[src/rtl/qlsr_pkg.sv]
package qlsr_pkg;

  localparam int BYTE_W     = 8;
  localparam int OPC_W      = 2;
  localparam int STATUS_W   = 2;
  localparam int COUNT_W    = 14;
  localparam int SEQ_W      = 8;
  localparam int TAG_HALF_W = 48;
  localparam int CFG_IDX_W  = 2;
  localparam int TAG_SLOTS  = 16;

  localparam logic [CFG_IDX_W-1:0] CFG_TAG_FIRST  = 2'd0;
  localparam logic [CFG_IDX_W-1:0] CFG_TAG_SECOND = 2'd1;

  localparam logic [BYTE_W-1:0] QUOTE_SINGLE = 8'd39;
  localparam logic [BYTE_W-1:0] QUOTE_DOUBLE = 8'd34;
  localparam logic [BYTE_W-1:0] LINE_FEED    = 8'd10;

  typedef enum logic [OPC_W-1:0] {
    OP_WRITE = 2'd0,
    OP_RUN   = 2'd1,
    OP_READ  = 2'd2,
    OP_NOP   = 2'd3
  } op_e;

  typedef enum logic [STATUS_W-1:0] {
    RUN_NONE   = 2'd0,
    RUN_EMPTY  = 2'd1,
    RUN_REJECT = 2'd2,
    RUN_DONE   = 2'd3
  } run_status_e;

  // which result the datapath produces this cycle
  typedef enum logic [2:0] {
    RES_NONE,
    RES_WRITE,
    RES_READ,
    RES_NOP,
    RES_EMPTY,
    RES_REJECT,
    RES_DONE
  } res_e;

  typedef struct packed {
    res_e res;
    logic scan_init;
    logic scan_en;
    logic copy_init;
    logic copy_en;
  } cmd_t;

  typedef struct packed {
    logic in_empty;
    logic in_short;
    logic scan_fail;
    logic scan_hit;
    logic copy_last;
  } stat_t;

endpackage

[src/rtl/qlsr_ctrl.sv]
module qlsr_ctrl (
  input  logic                          clk_i,
  input  logic                          rst_ni,
  input  logic                          start,
  input  logic [qlsr_pkg::OPC_W-1:0]    opcode_i,
  input  qlsr_pkg::stat_t               stat_i,
  output qlsr_pkg::cmd_t                cmd_o,
  output logic                          busy_o,
  output logic                          done_o
);
  import qlsr_pkg::*;

  typedef enum logic [1:0] {
    ST_IDLE,
    ST_SCAN,
    ST_COPY
  } state_e;

  state_e state_q, state_d;
  logic   busy_q, busy_d;
  logic   done_q, done_d;
  logic   accept;

  assign accept = start && !busy_q;

  always_comb begin
    cmd_o   = '0;
    cmd_o.res = RES_NONE;
    state_d = state_q;
    case (state_q)
      ST_IDLE: begin
        if (accept) begin
          case (opcode_i)
            OP_WRITE: cmd_o.res = RES_WRITE;
            OP_READ:  cmd_o.res = RES_READ;
            OP_NOP:   cmd_o.res = RES_NOP;
            OP_RUN: begin
              if (stat_i.in_empty) begin
                cmd_o.res = RES_EMPTY;
              end else if (stat_i.in_short) begin
                cmd_o.res = RES_REJECT;
              end else begin
                cmd_o.scan_init = 1'b1;
                state_d = ST_SCAN;
              end
            end
            default: cmd_o.res = RES_NOP;
          endcase
        end
      end
      ST_SCAN: begin
        cmd_o.scan_en = 1'b1;
        if (stat_i.scan_fail) begin
          cmd_o.res = RES_REJECT;
          state_d = ST_IDLE;
        end else if (stat_i.scan_hit) begin
          cmd_o.copy_init = 1'b1;
          state_d = ST_COPY;
        end
      end
      ST_COPY: begin
        cmd_o.copy_en = 1'b1;
        if (stat_i.copy_last) begin
          cmd_o.res = RES_DONE;
          state_d = ST_IDLE;
        end
      end
      default: state_d = ST_IDLE;
    endcase
  end

  assign busy_d = (state_d != ST_IDLE);
  assign done_d = (cmd_o.res != RES_NONE);

  always_ff @(posedge clk_i or negedge rst_ni) begin
    if (!rst_ni) begin
      state_q <= ST_IDLE;
      busy_q  <= 1'b0;
      done_q  <= 1'b0;
    end else begin
      state_q <= state_d;
      busy_q  <= busy_d;
      done_q  <= done_d;
    end
  end

  assign busy_o = busy_q;
  assign done_o = done_q;

endmodule

[config.mk]
export PLATFORM = sky130hd
export DESIGN_NAME = qlsr_ctrl
export DESIGN_NICKNAME = d
export VERILOG_FILES = /design/src/rtl/qlsr_pkg.sv /design/src/rtl/qlsr_ctrl.sv
export SDC_FILE = /design/constraint.sdc
export NUM_CORES = 1
export LEC_CHECK = 0
export BUFFER_PORTS_ARGS = -buffer_cell sky130_fd_sc_hd__buf_2
export CORE_AREA = 2 2 39 41
export DETAILED_ROUTE_END_ITERATION = 8
export DIE_AREA = 0 0 41 43
export MAX_ROUTING_LAYER = met4
export PLACE_DENSITY = 0.51
export SYNTH_ARGS = -nofsm -noshare
export SYNTH_HDL_FRONTEND = slang
export SYNTH_SLANG_ARGS = --single-unit
[constraint.sdc]
create_clock -name clk_i -period 1.05 [get_ports clk_i]
set_input_delay 0 -clock clk_i [delete_from_list [all_inputs] [get_ports clk_i]]
set_output_delay 0 -clock clk_i [all_outputs]
set_load 0.01 [all_outputs]
=== Word level (Yosys, flattened, before mapping) ===
Index checks and enable logic that the tools add are counted.

* Reduce and logical (&&, ||, !) cells: 6
* Eq/ne operators: 5
* Multiplexer cells: 23

{| class="wikitable"
|+ Operators with widths
! operator !! count
|-
| 2-bit 2-to-1 mux || 8
|-
| 3-bit 2-to-1 mux || 4
|-
| 3-bit one-hot mux with 4 select lines || 1
|-
| 3-bit one-hot mux with 3 select lines || 1
|-
| 1-bit 2-to-1 mux || 7
|-
| 2-bit == test, second input constant || 3
|-
| 2-bit one-hot mux with 3 select lines || 1
|-
| 2-bit by 1-bit == test with 1-bit output, second input constant || 2
|-
| 2-bit logical NOT || 2
|-
| 4-bit 2-to-1 mux || 1
|-
| 3-bit nonzero test || 1
|-
| 2-bit nonzero test || 1
|-
| 1-bit logical AND || 1
|-
| 1-bit logical NOT || 1
|}

* Output and inout bits: 9
* Flip-flop bits (word level): 4
* Input bits: 10
* Word-level logic and storage cells: 37

=== Depth between registers and ports, before layout ===
* Depth after elaboration: 6
* Depth in mapped cells: 4
* Depth with buffers taken out: 4

=== Least setup slack after synthesis ===
No wires, ideal clock.

* Kind: register -> output
* Start point: register busy_q (netlist: busy_o)
* End point: output cmd_o[6] (netlist bit)
* Arrival: 1.107 ns
* Buffers on the path: 0
* Stages on the path, launching flop included: 4
* Data required time: 1.050 ns
* Slack: -0.057 ns
* Path through: dfrtp_1 nor4b_4 nand2_1 o21ai_0

{| class="wikitable"
|+ RTL lines
! what !! RTL line !! source
|-
| start: declaration || qlsr_ctrl.sv:20 || <nowiki>logic busy_q, busy_d;</nowiki>
|-
| start signal: assignment || qlsr_ctrl.sv:82 || <nowiki>busy_q <= busy_d;</nowiki>
|-
| end: declaration || qlsr_ctrl.sv:7 || <nowiki>output qlsr_pkg::cmd_t cmd_o,</nowiki>
|}

==> flow_summary.json <==
{
  "numPortBuffers": 18,
  "syn-instance-count": 29,
  "grt_max_degree": 6,
  "period_needed_ns": 1.39,
  "fin_crit_sh_pct": 132,
  "crit_start": "state_q[1]",
  "clk_latency_ns": 0.24,
  "leakage_nw": 0.294,
  "ys_ff_latch": 4,
  "track_usage_pct": 10.4,
  "slew_violations": 0,
  "skew_ns": 0.00722,
  "violations": "negative setup slack",
  "endpoint_kind": "output port",
  "rows": 14,
  "coreArea_um2": 1380,
  "crit_arrival_ns": 1.39,
  "grt_busiest_layer": "met2",
  "worst_slew_pin_slew_ns": 0.291,
  "drt_iter0_markers": 5,
  "slew_headroom_pct": 80.5,
  "power.total_mw": 0.494,
  "met1_usage_pct": 11.4,
  "netlist_area_um2": 275,
  "startpoint_type": "register",
  "fin_cells": 78,
  "synth.top_cell.area_share_pct": 36.4,
  "hold_depth": 2,
  "yosysTopAreaCell": "dfrtp_1",
  "r2r_slack_ns": -0.21,
  "overflow": 0,
  "dp_cells": 69,
  "yosysUniqueCellTypes": 18,
  "cts_buffer_depth": 2,
  "synth_edf_count": 0,
  "drc": 0,
  "layout-drive-gt1-share_pct": 56.5,
  "worstPathMaxFanout": 4,
  "maxCapViolCount": 0,
  "die_h_um": 43,
  "r2r-end": "busy_o",
  "cellPowerDensity_nw_per_um2": 935,
  "die_x_um": 41,
  "synth_nets": 39,
  "antenna_found_initial": 0,
  "use_met3_pct": 3.14,
  "synth_flop_cell": "dfrtp_1",
  "cts_tree": "built",
  "syn_area_per_cell_um2": 9.49,
  "drt-total-wl_um": 780,
  "path_class": "reg -> out",
  "hold_viol": 0,
  "setup_viol": 11,
  "io_pins": 19,
  "use_met2_pct": 15.0,
  "cts_buffers": 3,
  "hpwlAfterDp_um": 616,
  "netlist_top_cells_area": "dfrtp_1 (36%), nor4b_4 (8.6%), nand2b_1 (6.8%)",
  "routedWlPerCell_um": 10.0,
  "htreeDepth": 1,
  "status": "finished with violations",
  "r2r_cells": 4,
  "clk_pin_slew_ns": 0.04,
  "cts_root_buf": "clkbuf_4",
  "layout.nets": 73,
  "synth_warnings": 0,
  "yosysMostFrequentCell": "dfrtp_1",
  "ir_worst_vdd_uv": 328,
  "clock-sinks": 4,
  "required_ns": 1.05,
  "num_vias": 344,
  "place_congestion": 0.739,
  "yosysSeqAreaShare_pct": 36.4,
  "finalWorstSetupSlack_ns": -0.341,
  "synthArstFlopShare_pct": 100,
  "synth_common_cells": "dfrtp_1 (4), inv_1 (3), nand2b_1 (3), o21ai_0 (3)",
  "hold_ws_ns": 0.0461,
  "start_util_pct": 19.9,
  "fmax_ghz": 0.719,
  "first_pass_iters": 4,
  "dieArea_um2": 1760,
  "final_antenna_net_count": 0,
  "worstHoldStart": "stat_i[0]",
  "diodes": 0,
  "rsz0062_at_grt": "yes",
  "hold_end": "busy_o",
  "grt_pass1_vias": 317,
  "r2r_start": "state_q[1]",
  "vias_per_cell": 4.41,
  "final_util_pct": 38.2,
  "grt_pass1_wl_mm": 1.15,
  "hold_path_class": "in -> reg",
  "syn2layout_area_growth_pct": 91.8
}
cell usage in the layout (no fill, tap or decap), types with 2 or more instances in the layout:
cell type      netlist  routed
inv_1                3       3
dfrtp_1              4       2
buf_4                0       6
nor2_1               2       2
nand2b_1             3       3
buf_2                0      17
dlygate4sd3_1        0       3
buf_6                0       3
dfrtp_2              0       2
nand2_1              2       2
clkbuf_4             0       3
metal layers:
layer	part of all wire, %	vias up	wire length [µm]
met5	0	-	0
met4	0	0	0
met3	9.0	0	70
met2	48	16	376
met1	43	158	334
li1	-	170	-
power by group:
part | internal, mW | total (mW) | leakage (nW) | switching (mW)
sequential | 0.162 | 0.168 | 0.0502 | 0.00554
combinational | 0.0664 | 0.116 | 0.229 | 0.0494
clock | 0.143 | 0.210 | 0.0150 | 0.0676
total | 0.371 | 0.494 | 0.294 | 0.123
metrics by stage:
step / worst slack [ns] / cell area [µm²] / setup TNS [ns]
4_1_cts: -0.352 / 517 / -2.32
2_1_floorplan: -0.0241 / 277 / -0.0241
3_5_place_dp: -0.107 / 432 / -0.636
3_3_place_gp: -0.0910 / 432 / -0.508
5_1_grt: -0.451 / 528 / -3.06
6_report: -0.341 / 528 / -2.16
worst max-delay path by stage:
stage,cells after the start,to
after floorplan,3,done_o
after global placement,3,done_o
after detailed placement,3,busy_o
after CTS,4,cmd_o[6]
after global routing,4,cmd_o[6]
final,4,cmd_o[6]
critical path, cell delays in order (launching register included):
cell and delay [ns]:
dfrtp_2 0.44, nor4b_4 0.34, nand2_1 0.09, o21ai_1 0.14
buf_2 0.15
sequential cells by signal, summed over array words and instances (netlist names):
signal / cells
state_q: 2
done_o: 1
busy_o: 1
logic make-up (layout without fill, tap and decap cells):
logic type / after synthesis / after routing / share of synthesized area (%)
DFF: 4 / 4 / 36.4
and+or+nand+nor: 13 / 13 / 36.8
AOI/OAI and AO/OA: 9 / 9 / 22.7
buffers and inverters: 3 / 36 / 4.09
timing repair:
action / 4_1_cts / 5_1_grt
buffers inserted: 3 / 0
gates resized for setup: 4 / 3
pin swaps: 3 / 3
setup endpoints to repair: 11 / 11
hold endpoints to repair: 6 / 0
hold buffers: 3 / 0
area by class of cell:
type / count / area [µm²]
Tap cell: 16 / 20.0
Clock buffer: 4 / 26.3
Timing Repair Buffer: 29 / 194
Inverter: 3 / 11.3
Sequential cell: 4 / 103
Multi-Input combinational cell: 22 / 174
Fill cell: 156 / 856
(Power assumes the default switching activity.)
